**src/rtl/tetb_pkg.sv**
```systemverilog
// ----------------------------------------------------------------------------
// tetb_pkg: shared types and constants for the trace buffer
// Field widths, request codes and the compare result carried to the top.
// ----------------------------------------------------------------------------
package tetb_pkg;

    localparam int DEPTH_DEF = 64;

    localparam int TYPE_W  = 2;
    localparam int STAMP_W = 64;
    localparam int KIND_W  = 3;
    localparam int IDX_W   = 6;
    localparam int CNT_W   = 7;

    typedef enum logic [TYPE_W-1:0] {
        REQ_ADD   = 2'd0,
        REQ_RANGE = 2'd1,
        REQ_KIND  = 2'd2
    } t_req_type;

    // Compare unit outcome for one stored entry
    typedef struct packed {
        logic in_range;
        logic kind_eq;
    } t_hit;

endpackage

```
**src/rtl/tetb_req_if.sv**
```systemverilog
// ----------------------------------------------------------------------------
// tetb_req_if: request channel
// Valid/ready channel carrying one request item.
// ----------------------------------------------------------------------------
interface tetb_req_if import tetb_pkg::*; ();

    logic               valid;
    logic               ready;
    logic [TYPE_W-1:0]  req_type;
    logic [STAMP_W-1:0] stamp;
    logic [KIND_W-1:0]  event_kind;
    logic [STAMP_W-1:0] range_low;
    logic [STAMP_W-1:0] range_high;
    logic [CNT_W-1:0]   max_matches;

    modport source (
        output valid, req_type, stamp, event_kind, range_low, range_high, max_matches,
        input  ready
    );

    modport sink (
        input  valid, req_type, stamp, event_kind, range_low, range_high, max_matches,
        output ready
    );

endinterface

```
**src/rtl/tetb_rsp_if.sv**
```systemverilog
// ----------------------------------------------------------------------------
// tetb_rsp_if: result channel
// Valid/ready channel carrying one result item.
// ----------------------------------------------------------------------------
interface tetb_rsp_if import tetb_pkg::*; ();

    logic               valid;
    logic               ready;
    logic [IDX_W-1:0]   match_index;
    logic               match_valid;
    logic               last_result;
    logic [CNT_W-1:0]   kind_count;
    logic [CNT_W-1:0]   entry_count;
    logic [STAMP_W-1:0] span;

    modport source (
        output valid, match_index, match_valid, last_result, kind_count, entry_count,
               span,
        input  ready
    );

    modport sink (
        input  valid, match_index, match_valid, last_result, kind_count, entry_count,
               span,
        output ready
    );

endinterface

```
**src/rtl/timestamped_event_trace_buffer.sv**
```systemverilog
// ----------------------------------------------------------------------------
// timestamped_event_trace_buffer: circular trace log, drop oldest
// Holds up to DEPTH timestamped events; answers range and kind queries by
// scanning the log oldest to newest through one compare unit.
// ----------------------------------------------------------------------------
//
//  Port     Dir  Handshake     Item
//  -------  ---  ------------  -----------------------------------------------
//  i_req    in   valid/ready   request: add, range query or kind query
//  o_rsp    out  valid/ready   result: match position, counts, stamp span
//
//  Add: writes the entry; when full, it also re-reads the new oldest stamp.
//  Queries: each held entry is read from the RAM, then compared, one entry
//  at a time, since the single RAM read port serves the whole scan.
//  o_rsp stalls hold range scans and the last item; i_req.ready only in S_IDLE.
//  Reset empties the log at once; the RAM needs no clearing pass.
//
module timestamped_event_trace_buffer import tetb_pkg::*; #(
    parameter int DEPTH = DEPTH_DEF
) (
    input  logic         i_clk,
    input  logic         i_rst_n,
    tetb_req_if.sink     i_req,
    tetb_rsp_if.source   o_rsp
);

    localparam int SW    = $clog2(DEPTH);       // slot / position index
    localparam int CW    = $clog2(DEPTH + 1);   // fill and match counts
    localparam int RAM_W = KIND_W + STAMP_W;

    typedef enum logic [6:0] {
        S_IDLE     = 7'b0000001,
        S_WRITE    = 7'b0000010,
        S_OLD_RD   = 7'b0000100,
        S_OLD_CAP  = 7'b0001000,
        S_SCAN_RD  = 7'b0010000,
        S_SCAN_CHK = 7'b0100000,
        S_RESULT   = 7'b1000000
    } t_state;

    typedef struct packed {
        logic [IDX_W-1:0]   match_index;
        logic               match_valid;
        logic               last_result;
        logic [CNT_W-1:0]   kind_count;
        logic [CNT_W-1:0]   entry_count;
        logic [STAMP_W-1:0] span;
    } t_rsp;

    function automatic logic [SW-1:0] slot_inc(input logic [SW-1:0] s);
        return (s == SW'(DEPTH - 1)) ? '0 : s + SW'(1);
    endfunction

    // control state
    t_state        r_state,      n_state;
    logic [SW-1:0] r_oldest,     n_oldest;
    logic [SW-1:0] r_tail,       n_tail;      // next write slot
    logic [CW-1:0] r_fill,       n_fill;
    logic [SW-1:0] r_slot,       n_slot;      // RAM read address
    logic [CW-1:0] r_pos,        n_pos;
    logic [CW-1:0] r_nmatch,     n_nmatch;
    logic [CW-1:0] r_kcnt,       n_kcnt;
    logic          r_pend_valid, n_pend_valid; // one match held back for last flag
    logic          r_out_valid;

    // payload
    logic [STAMP_W-1:0] r_first,    n_first;   // oldest stamp held
    logic [STAMP_W-1:0] r_last,     n_last;    // newest stamp held
    logic [SW-1:0]      r_pend_idx, n_pend_idx;
    t_req_type          r_type;
    logic [STAMP_W-1:0] r_stamp;
    logic [KIND_W-1:0]  r_kind;
    logic [STAMP_W-1:0] r_low;
    logic [STAMP_W-1:0] r_high;
    logic [CNT_W-1:0]   r_cap;
    t_rsp               r_out;

    logic             req_fire;
    logic             out_free;
    logic             ld;
    logic             ld_valid;
    logic [SW-1:0]    ld_idx;
    logic             ld_last;
    logic             ram_we;
    logic [RAM_W-1:0] ram_rdata;
    t_hit             hit;

    assign req_fire    = i_req.valid && i_req.ready;
    assign i_req.ready = (r_state == S_IDLE);
    assign out_free    = !r_out_valid || o_rsp.ready;
    assign ram_we      = (r_state == S_WRITE);

    // One RAM holds kind and stamp of every slot
    tetb_ram #(
        .WIDTH (RAM_W),
        .DEPTH (DEPTH)
    ) u_ram (
        .i_clk   (i_clk),
        .i_we    (ram_we),
        .i_waddr (r_tail),
        .i_wdata ({r_kind, r_stamp}),
        .i_raddr (r_slot),
        .o_rdata (ram_rdata)
    );

    tetb_match u_match (
        .i_stamp    (ram_rdata[STAMP_W-1:0]),
        .i_kind     (ram_rdata[RAM_W-1:STAMP_W]),
        .i_low      (r_low),
        .i_high     (r_high),
        .i_kind_req (r_kind),
        .o_hit      (hit)
    );

    // Sequencer
    always_comb begin
        logic done;
        logic last_pos;
        logic cap_hit;

        n_state      = r_state;
        n_oldest     = r_oldest;
        n_tail       = r_tail;
        n_fill       = r_fill;
        n_slot       = r_slot;
        n_pos        = r_pos;
        n_nmatch     = r_nmatch;
        n_kcnt       = r_kcnt;
        n_pend_valid = r_pend_valid;
        n_pend_idx   = r_pend_idx;
        n_first      = r_first;
        n_last       = r_last;
        ld           = 1'b0;
        ld_valid     = 1'b0;
        ld_idx       = '0;
        ld_last      = 1'b0;
        done         = 1'b0;
        last_pos     = ((r_pos + CW'(1)) == r_fill);
        cap_hit      = ((CNT_W'(r_nmatch) + CNT_W'(1)) == r_cap);

        unique case (r_state)
            S_IDLE: begin
                if (req_fire) begin
                    n_pos        = '0;
                    n_slot       = r_oldest;
                    n_nmatch     = '0;
                    n_kcnt       = '0;
                    n_pend_valid = 1'b0;
                    case (t_req_type'(i_req.req_type))
                        REQ_ADD: begin
                            n_state = S_WRITE;
                        end
                        REQ_RANGE: begin
                            n_state = (r_fill == '0 || i_req.max_matches == '0) ?
                                      S_RESULT : S_SCAN_RD;
                        end
                        REQ_KIND: begin
                            n_state = (r_fill == '0) ? S_RESULT : S_SCAN_RD;
                        end
                        default: begin
                            n_state = S_RESULT;
                        end
                    endcase
                end
            end
            S_WRITE: begin
                n_last = r_stamp;
                if (r_fill == '0) begin
                    n_first = r_stamp;
                end
                n_tail = slot_inc(r_tail);
                if (r_fill == CW'(DEPTH)) begin
                    // full: overwrite oldest, then fetch the new oldest stamp
                    n_oldest = slot_inc(r_oldest);
                    n_slot   = slot_inc(r_oldest);
                    n_state  = S_OLD_RD;
                end else begin
                    n_fill  = r_fill + CW'(1);
                    n_state = S_RESULT;
                end
            end
            S_OLD_RD: begin
                n_state = S_OLD_CAP;
            end
            S_OLD_CAP: begin
                n_first = ram_rdata[STAMP_W-1:0];
                n_state = S_RESULT;
            end
            S_SCAN_RD: begin
                n_state = S_SCAN_CHK;
            end
            S_SCAN_CHK: begin
                if (r_type == REQ_KIND) begin
                    if (hit.kind_eq) begin
                        n_kcnt = r_kcnt + CW'(1);
                    end
                    done = last_pos;
                    if (done) begin
                        n_state = S_RESULT;
                    end else begin
                        n_pos   = r_pos + CW'(1);
                        n_slot  = slot_inc(r_slot);
                        n_state = S_SCAN_RD;
                    end
                end else if (hit.in_range && r_pend_valid && !out_free) begin
                    // previous match still waiting for the output register
                    n_state = S_SCAN_CHK;
                end else begin
                    if (hit.in_range) begin
                        if (r_pend_valid) begin
                            ld       = 1'b1;
                            ld_valid = 1'b1;
                            ld_idx   = r_pend_idx;
                        end
                        n_pend_valid = 1'b1;
                        n_pend_idx   = r_pos[SW-1:0];
                        n_nmatch     = r_nmatch + CW'(1);
                        done         = last_pos || cap_hit;
                    end else begin
                        done = last_pos;
                    end
                    if (done) begin
                        n_state = S_RESULT;
                    end else begin
                        n_pos   = r_pos + CW'(1);
                        n_slot  = slot_inc(r_slot);
                        n_state = S_SCAN_RD;
                    end
                end
            end
            S_RESULT: begin
                // final item: held-back match if any, else a status item
                if (out_free) begin
                    ld       = 1'b1;
                    ld_valid = r_pend_valid;
                    ld_idx   = r_pend_valid ? r_pend_idx : '0;
                    ld_last  = 1'b1;
                    n_state  = S_IDLE;
                end
            end
            default: begin
                n_state = S_IDLE;
            end
        endcase
    end

    always_ff @(posedge i_clk) begin
        if (!i_rst_n) begin
            r_state      <= S_IDLE;
            r_oldest     <= '0;
            r_tail       <= '0;
            r_fill       <= '0;
            r_slot       <= '0;
            r_pos        <= '0;
            r_nmatch     <= '0;
            r_kcnt       <= '0;
            r_pend_valid <= 1'b0;
            r_out_valid  <= 1'b0;
        end else begin
            r_state      <= n_state;
            r_oldest     <= n_oldest;
            r_tail       <= n_tail;
            r_fill       <= n_fill;
            r_slot       <= n_slot;
            r_pos        <= n_pos;
            r_nmatch     <= n_nmatch;
            r_kcnt       <= n_kcnt;
            r_pend_valid <= n_pend_valid;
            if (ld) begin
                r_out_valid <= 1'b1;
            end else if (o_rsp.ready) begin
                r_out_valid <= 1'b0;
            end
        end
    end

    always_ff @(posedge i_clk) begin
        r_first    <= n_first;
        r_last     <= n_last;
        r_pend_idx <= n_pend_idx;
        if (req_fire) begin
            r_type  <= t_req_type'(i_req.req_type);
            r_stamp <= i_req.stamp;
            r_kind  <= i_req.event_kind;
            r_low   <= i_req.range_low;
            r_high  <= i_req.range_high;
            r_cap   <= i_req.max_matches;
        end
        if (ld) begin
            r_out.match_index <= IDX_W'(ld_idx);
            r_out.match_valid <= ld_valid;
            r_out.last_result <= ld_last;
            r_out.kind_count  <= (r_type == REQ_KIND) ? CNT_W'(r_kcnt) : '0;
            r_out.entry_count <= CNT_W'(r_fill);
            // span is zero below two entries
            r_out.span        <= (r_fill >= CW'(2)) ? (r_last - r_first) : '0;
        end
    end

    assign o_rsp.valid       = r_out_valid;
    assign o_rsp.match_index = r_out.match_index;
    assign o_rsp.match_valid = r_out.match_valid;
    assign o_rsp.last_result = r_out.last_result;
    assign o_rsp.kind_count  = r_out.kind_count;
    assign o_rsp.entry_count = r_out.entry_count;
    assign o_rsp.span        = r_out.span;

endmodule

```
**src/rtl/tetb_ram.sv**
```systemverilog
// ----------------------------------------------------------------------------
// tetb_ram: generic single-port-write, single-port-read RAM
// One write and one registered read per cycle.
// ----------------------------------------------------------------------------
module tetb_ram import tetb_pkg::*; #(
    parameter int WIDTH = STAMP_W + KIND_W,
    parameter int DEPTH = DEPTH_DEF
) (
    input  logic                     i_clk,
    input  logic                     i_we,
    input  logic [$clog2(DEPTH)-1:0] i_waddr,
    input  logic [WIDTH-1:0]         i_wdata,
    input  logic [$clog2(DEPTH)-1:0] i_raddr,
    output logic [WIDTH-1:0]         o_rdata
);

    logic [WIDTH-1:0] r_mem [DEPTH];
    logic [WIDTH-1:0] r_rdata;

    always_ff @(posedge i_clk) begin
        if (i_we) begin
            r_mem[i_waddr] <= i_wdata;
        end
        r_rdata <= r_mem[i_raddr];
    end

    assign o_rdata = r_rdata;

endmodule

```
**src/rtl/tetb_match.sv**
```systemverilog
// ----------------------------------------------------------------------------
// tetb_match: shared entry compare unit
// Bounds check of one stamp and kind equality for the scan sequencer.
// ----------------------------------------------------------------------------
module tetb_match import tetb_pkg::*; (
    input  logic [STAMP_W-1:0] i_stamp,
    input  logic [KIND_W-1:0]  i_kind,
    input  logic [STAMP_W-1:0] i_low,
    input  logic [STAMP_W-1:0] i_high,
    input  logic [KIND_W-1:0]  i_kind_req,
    output t_hit               o_hit
);

    always_comb begin
        o_hit.in_range = (i_stamp >= i_low) && (i_stamp <= i_high);
        o_hit.kind_eq  = (i_kind == i_kind_req);
    end

endmodule
```
**src/flat_wrapper.sv**
```systemverilog
// flat-port wrapper written by rule: the top's interface ports become plain ports
module timestamped_event_trace_buffer_flat import tetb_pkg::*;
#(
    parameter int DEPTH = DEPTH_DEF
)
  (i_clk, i_rst_n, i_req_valid, i_req_req_type, i_req_stamp, i_req_event_kind, i_req_range_low, i_req_range_high, i_req_max_matches, i_req_ready, o_rsp_valid, o_rsp_match_index, o_rsp_match_valid, o_rsp_last_result, o_rsp_kind_count, o_rsp_entry_count, o_rsp_span, o_rsp_ready);
  tetb_req_if i_req_i ();
  tetb_rsp_if o_rsp_i ();
  input  logic i_clk;
  input  logic i_rst_n;
  input wire logic [$bits(i_req_i.valid)-1:0] i_req_valid;
  input wire logic [$bits(i_req_i.req_type)-1:0] i_req_req_type;
  input wire logic [$bits(i_req_i.stamp)-1:0] i_req_stamp;
  input wire logic [$bits(i_req_i.event_kind)-1:0] i_req_event_kind;
  input wire logic [$bits(i_req_i.range_low)-1:0] i_req_range_low;
  input wire logic [$bits(i_req_i.range_high)-1:0] i_req_range_high;
  input wire logic [$bits(i_req_i.max_matches)-1:0] i_req_max_matches;
  output wire logic [$bits(i_req_i.ready)-1:0] i_req_ready;
  output wire logic [$bits(o_rsp_i.valid)-1:0] o_rsp_valid;
  output wire logic [$bits(o_rsp_i.match_index)-1:0] o_rsp_match_index;
  output wire logic [$bits(o_rsp_i.match_valid)-1:0] o_rsp_match_valid;
  output wire logic [$bits(o_rsp_i.last_result)-1:0] o_rsp_last_result;
  output wire logic [$bits(o_rsp_i.kind_count)-1:0] o_rsp_kind_count;
  output wire logic [$bits(o_rsp_i.entry_count)-1:0] o_rsp_entry_count;
  output wire logic [$bits(o_rsp_i.span)-1:0] o_rsp_span;
  input wire logic [$bits(o_rsp_i.ready)-1:0] o_rsp_ready;
  assign i_req_i.valid = i_req_valid;
  assign i_req_i.req_type = i_req_req_type;
  assign i_req_i.stamp = i_req_stamp;
  assign i_req_i.event_kind = i_req_event_kind;
  assign i_req_i.range_low = i_req_range_low;
  assign i_req_i.range_high = i_req_range_high;
  assign i_req_i.max_matches = i_req_max_matches;
  assign i_req_ready = i_req_i.ready;
  assign o_rsp_valid = o_rsp_i.valid;
  assign o_rsp_match_index = o_rsp_i.match_index;
  assign o_rsp_match_valid = o_rsp_i.match_valid;
  assign o_rsp_last_result = o_rsp_i.last_result;
  assign o_rsp_kind_count = o_rsp_i.kind_count;
  assign o_rsp_entry_count = o_rsp_i.entry_count;
  assign o_rsp_span = o_rsp_i.span;
  assign o_rsp_i.ready = o_rsp_ready;
  timestamped_event_trace_buffer #(.DEPTH(DEPTH)) u_core (.i_clk(i_clk), .i_rst_n(i_rst_n), .i_req(i_req_i), .o_rsp(o_rsp_i));
endmodule
```
**config.mk**
```make
export PLATFORM = sky130hd
export DESIGN_NAME = timestamped_event_trace_buffer_flat
export DESIGN_NICKNAME = d
export VERILOG_FILES = /design/src/rtl/tetb_pkg.sv /design/src/rtl/tetb_req_if.sv /design/src/rtl/tetb_rsp_if.sv /design/src/rtl/timestamped_event_trace_buffer.sv /design/src/rtl/tetb_ram.sv /design/src/rtl/tetb_match.sv /design/src/flat_wrapper.sv
export SDC_FILE = /design/constraint.sdc
export NUM_CORES = 2
export LEC_CHECK = 0
export BUFFER_PORTS_ARGS = -buffer_cell sky130_fd_sc_hd__clkbuf_2
export CORE_MARGIN = 2
export CORE_UTILIZATION = 40
export CTS_BUF_LIST = sky130_fd_sc_hd__clkbuf_4 sky130_fd_sc_hd__clkbuf_8
export DETAILED_ROUTE_END_ITERATION = 12
export GPL_TIMING_DRIVEN = 0
export PLACE_DENSITY_LB_ADDON = 0.3
export SYNTH_ARGS = -nofsm -noshare
export SYNTH_HDL_FRONTEND = slang
export SYNTH_MEMORY_MAX_BITS = 65536
export SYNTH_SLANG_ARGS = --single-unit
```
**constraint.sdc**
```tcl
create_clock -name i_clk -period 9.01 [get_ports i_clk]
set_clock_uncertainty 0.2 [all_clocks]
set_input_delay 0.4505 -clock i_clk [delete_from_list [all_inputs] [get_ports i_clk]]
set_output_delay 0.4505 -clock i_clk [all_outputs]
set_load 0.02 [all_outputs]
```
**Word-level counts from Yosys, hierarchy flattened**

Memory sizes are Yosys's and may differ from the RTL's. A register that Yosys moved wholly into a read port is not among the register bits.
Cells that the tools add are included.

- Memories: 1
- Input bits: 208
- Logic and storage cells: 157
- Bits in writable memories: 4288
- Register bits after elaboration: 479
- Output and inout port bits: 88

Memory list:

| name | depth | width | rd ports | clocked after Yosys merged registers in | wr ports | RTL line | text |
|---|---|---|---|---|---|---|---|
| u_core.u_ram.r_mem | 64 | 67 | 1 | 1 | 1 | tetb_ram.sv:17 | `logic [WIDTH-1:0] r_mem [DEPTH];` |

- Mux-type cells: 63
- Add/sub/neg operators: 8
- Eq/ne operators: 29
- Order comparisons: 3
- Bitwise operators: 3
- Reduce and logical (&&, ||, !) cells: 25

Operators by type and width:

| operator | count |
|---|---|
| $mux 7 | 19 |
| $pmux 64 s2 | 1 |
| $mux 6 | 14 |
| $ge 64x64->1 | 1 |
| $le 64x64->1 | 1 |
| $mux 64 | 1 |
| $sub 64x64->64 | 1 |
| $pmux 7 s7 | 1 |
| $pmux 7 s2 | 3 |
| $add 7x1->7 const B | 4 |
| $pmux 7 s3 | 1 |
| $add 6x1->6 const B | 3 |
| $eq 6x6->1 const B | 3 |
| $mux 1 | 18 |
| $pmux 6 s3 | 1 |
| $eq 7x7->1 | 2 |
| $eq 7x7->1 const B | 2 |
| $logic_not 7->1 | 2 |
| $pmux 6 s2 | 1 |
| $ne 2x2->1 const B | 5 |
| $reduce_and 5->1 | 2 |
| $ne 3x3->1 const B | 3 |
| $ne 2x1->1 const B | 4 |
| $reduce_and 2->1 | 4 |
| 20 further kinds | 34 |

**Logic depth before layout (Yosys ltp)**

- Depth in word-level cells: 11
- Mapped depth: 14
- Depth with buffers taken out: 13

**Hierarchy**

From an unflattened synthesis, not the netlist that was laid out.

- Cell total of the unflattened synthesis: 9174
- Area, all modules: 188460.7 um^2

Modules (own cells, without submodules):

| module | area an instance (um^2) | cells each | sequential area each (um^2) | times used |
|---|---|---|---|---|
| tetb_ram | 164175.0 | 7101 | 130104.8 | 1 |
| timestamped_event_trace_buffer | 21057.7 | 1617 | 13833.3 | 1 |
| tetb_match | 3228.1 | 456 | 0.0 | 1 |

**Worst setup path before layout**

OpenSTA, ideal clock, no wires.

- Kind: flip-flop to flip-flop
- Start point: reg u_core.r_state[3]
- End point: mem u_core.u_ram.r_mem[61][0] (netlist name) (enable)
- Stages on the path, launching flop included: 9
- Path buffers: 2
- Required time: 8.317 ns
- Period minus slack after synthesis: 7.715 ns
- Arrival: 7.022 ns
- Slack: 1.295 ns
- Setup time: 0.493 ns
- Cell sequence: dfxtp_1 -> or2_2 -> nor3b_1 -> nand2_1 -> inv_1 -> clkbuf_1 -> clkbuf_1 -> nand3_1 -> nor2_1

- Cells in the longest elaborated chain, start to end: 3

Ends and longest elaborated chain:

| element | RTL line | text |
|---|---|---|
| start, declared | timestamped_event_trace_buffer.sv:55 | `t_state r_state, n_state;` |
| start signal, assigned | timestamped_event_trace_buffer.sv:260 | `r_state <= n_state;` |
| $eq 7x2->1 | timestamped_event_trace_buffer.sv:91 | `assign ram_we = (r_state == S_WRITE);` |
| $mux 1 | tetb_ram.sv:21 | `if (i_we) begin` |
| $mux 1 (not written as such) | tetb_ram.sv:22 | `r_mem[i_waddr] <= i_wdata;` |
| end, declared | tetb_ram.sv:17 |  |

No other way between the ends.

**Final worst setup path**

- Start point: reg u_core.r_state[4]
- End point: mem u_core.u_ram.r_mem[28][32] (netlist name) (enable)

The elaborated chain is that of the path after synthesis.

==> summary.txt <==
Status
  – Outcome: finished, final reports clean

Worst setup path
  – Most used cell, CP: buf_16
  – Worst Path Required: 9.73 ns
  – Critical Path Max Stage Delay: 0.98 ns
  – Register-to-register setup slack: 2.81 ns
  – Worst setup path class: flip-flop to flip-flop
  – Crit path buffers/inverters: 6
  – Worst Path Arrival: 6.91 ns
  – Critical path's top delay family: simple AND/OR/NAND/NOR gates
  – Crit-path max FO: 50
  – Crit. End Element: flip-flop
  – Crit-path cells: or2_2, nor3b_1, nand2_1, inv_1, clkbuf_1, clkbuf_4, buf_16, nand3_1, nor2_4, buf_16, buf_12
  – Critical Path Start Type: flip-flop
  – CP max stage cell: nor2_4

Drt
  – WL per Instance: 30.8 microns
  – DR top layer: met5
  – Via count: 95300
  – Metal2 WL: 252000 microns
  – Final ANT Viol Nets: 0
  – M1 WL: 204000 microns
  – Met3 routed WL: 48800 microns
  – Drt pass-1 iters: 8
  – DRC viols: 0
  – Routed wire length: 521000 microns
  – DR iter-0 viols: 11800
  – Vias per inst: 5.64

Placement
  – PortBufs: 295
  – Area after DPL: 205000 sq um
  – Post-DP HPWL: 376000 microns
  – GPL Wtd Cong: 0.846

Clocking
  – TritonCTS clock tree: done
  – CTS Root Cell: clkbuf_8
  – Clock latency on the worst-skew pair: 1.34 ns
  – Maximum root-to-sink buffer count: 4
  – TritonCTS buffer count: 769
  – CTS H-Tree Depth: 6
  – Post_cts resized: 0
  – Post-CTS Setup Bufs: 0
  – Clock transition at path regs: 0.06 ns
  – Clk sinks: 4834
  – Hold buffers post-CTS: 417

Floorplanning
  – DIE AREA: 474000 sq um
  – Boundary pin count: 296
  – Core area: 467000 sq um
  – Row count: 251
  – DIE HEIGHT: 689 microns
  – Starting Density: 40.1%
  – Die X: 689 microns

Timing
  – Worst slew pin tran: 1.44 ns
  – Period utilization: 68.8%
  – Final setup fails: 0
  – Rel. slew slack: 3.71%
  – Fmax: 0.161 GHz
  – RSZ-0062 raised after global routing: no
  – Period minus WS final: 6.20 ns
  – Final hold violation count: 0
  – Sum of negative setup slack: 0 ns
  – Fin. max-slew vios: 0

Logic synthesis
  – Predominant post-synthesis flop cell: edfxtp_1
  – Count leader, synth: edfxtp_1
  – Number of synthesized flops with an enable pin: 4712
  – Synth cell count leaders: edfxtp_1, mux4_2, clkbuf_1, inv_1, ha_1
  – Top cells by area, synth: edfxtp_1, mux4_2, ha_1, dfxtp_1, clkbuf_1
  – Yosys top cell by area: edfxtp_1
  – Synth Register Bits: 4834
  – YS warnings: 0
  – Syn avg cell area: 22.9 sq um
  – Net Count, Synth: 8610
  – Synth unique cells: 77
  – Simple-Gate Fraction of Synth Area: 1.60%
  – Largest family of logic cells by synthesized area: multiplexers
  – Syn Std Cell Area: 187000 sq um
  – FFs w/ async S/R, synth: 0%
  – Synth Area in Adders: 1.35%
  – Synth Area in Compound Gates: 1.32%
  – Mux cell area share after synthesis: 17.3%
  – Seq/Total Area, Yosys: 76.8%
  – XOR/XNOR Fraction of Synth Area: 0.449%
  – Cells after Synth: 8201
  – Post-synth top area share: 75.5%

Power
  – Final Total Pwr: 48.3 mW
  – Power per cell area: 215 nW/um^2
  – Cell Int Power: 37.0 mW
  – Peak VDD IR: 0.145 mV
  – P_leak: 70.9 nW
  – Logic pwr share: 8.0%
  – Switch Pwr: 11.3 mW
  – Sw Ratio: 23.3%
  – Clk network pwr share: 39.0%
  – Flop pwr share: 52.9%

Global routing
  – Initial antenna violation count: 60
  – Pin count of the biggest net entering global routing: 91
  – Gr ovfl total: 0
  – Overall Global Routing Usage: 21.6%
  – Vias in the first global route: 97600
  – Wire length of the first global-routing pass: 724000 microns

Final layout
  – Area grow syn2layout: 19.8%
  – Layout cells sized above 1: 32.6%
  – Nets: 10400
  – Design area: 225000 sq um

Job
  – Max Cap Viol: 0

Min path
  – Hold WC Path Type: input pin to flip-flop
[worst register-to-register path, cell delays in order (launching register included)]
cell	delay (ns)
dfxtp_1	0.35
or2_2	0.32
nor3b_1	0.30
nand2_1	0.45
inv_1	0.25
clkbuf_1	0.66
clkbuf_4	0.59
buf_16	0.32
nand3_1	0.83
nor2_4	0.98
buf_16	0.26
buf_12	0.24
[stage by stage]
| stage | hold slack [ns] | worst slack (ns) | cells | utilization, % |
|---|---|---|---|---|
| 5_1_grt | 0.0937 | 2.84 | 16900 | 48.1 |
| 3_5_place_dp | 0.228 | 3.05 | 15000 | 43.8 |
| 4_1_cts | 0.0334 | 2.98 | 16900 | 48.1 |
| 3_3_place_gp | 0.220 | -6.02 | 14700 | 42.1 |
| 2_1_floorplan | 0.206 | 1.29 | 8201 | - |
| 6_report | 0.164 | 2.81 | 16900 | 48.1 |
[flip-flops by register name, indices dropped and copies added, names as in the netlist, 7 cells and up]
name,cells
u_core.u_ram.o_rdata,67
u_core.r_high,64
u_core.u_ram.r_mem,4288
u_core.r_pos,7
u_core.r_cap,7
u_core.r_stamp,64
u_core.r_kcnt,7
u_core.r_state,7
u_core.r_first,64
u_core.r_nmatch,7
u_core.o_rsp.span,64
u_core.o_rsp.entry_count,7
u_core.r_low,64
u_core.r_last,64
u_core.o_rsp.kind_count,7
u_core.r_fill,7
[cell type report]
| cell class | instances | area [sq um] |
|---|---|---|
| fillers | 37500 | 242000 |
| flip-flops and latches | 4834 | 144000 |
| multi-input cells | 2777 | 41800 |
| clock buffers | 1083 | 13200 |
| repair buffers | 1048 | 13200 |
| well taps | 6198 | 7750 |
| clock inverters | 332 | 2300 |
| plain buffers | 378 | 1480 |
| inverters | 212 | 803 |
| diodes | 35 | 87.6 |
[logic make-up (layout without fill, tap and decap cells)]
kind of cell / count (synthesis) / after routing
buffers and inverters: 590 / 3053
AND/OR/NAND/NOR: 617 / 617
other: 0 / 35
XOR/XNOR: 96 / 96
flip-flops: 4834 / 4834
AO/OA/AOI/OAI: 391 / 391
multiplexers: 1472 / 1472
adder cells (fa/ha/maj): 201 / 201
[layout by cell type (no fill, tap or decap), types with 16 or more instances in the layout]
cell / instances
inv_1: 211
clkbuf_2: 328
mux2_2: 64
nor3_1: 34
dfxtp_1: 122
mux4_2: 1407
xnor2_1: 51
nand3_1: 51
clkinv_2: 84
ha_1: 200
nand2b_1: 22
clkinv_1: 172
buf_1: 84
buf_16: 122
xor2_1: 45
dlygate4sd3_1: 417
a21o_1: 36
clkbuf_4: 278
nor2_1: 133
nor2_4: 65
bufinv_16: 16
nand4_1: 47
o21ai_0: 73
and3_1: 19
buf_12: 198
edfxtp_1: 4712
nand2_1: 134
and2_1: 35
diode_2: 35
a21oi_1: 128
clkbuf_8: 806
clkbuf_1: 251
nor2b_1: 17
[per-layer routing]
metal  GRT usage [%]  vias up
met2            35.3     4860
li1                -    38600
met5               0        -
met1            29.1    51000
met4            6.52       20
met3            4.90      845
[final timing paths]
kind	endpoint	from	cells past startpoint
setup / recovery	u_core.u_ram.r_mem[28][32]	u_core.r_state[4]	11
hold / removal	u_core.r_low[7]	i_req_range_low[7]	3
setup reg to reg	u_core.u_ram.r_mem[28][32]	u_core.r_state[4]	11
hold reg to reg	u_core.r_pend_idx[3]	u_core.r_pos[3]	0
[power by group through the flow]
stage | logic [mW] | clock network (mW) | registers (mW)
final | 3.87 | 18.8 | 25.5
after global routing | 4.14 | 20.1 | 25.6
after CTS | 3.91 | 19.2 | 25.6
after detailed placement | 3.77 | 0 | 26.0
after global placement | 3.03 | 0 | 26.4
after floorplan | 2.07 | 0 | 26.1
Power figures use the tool's default switching activity.
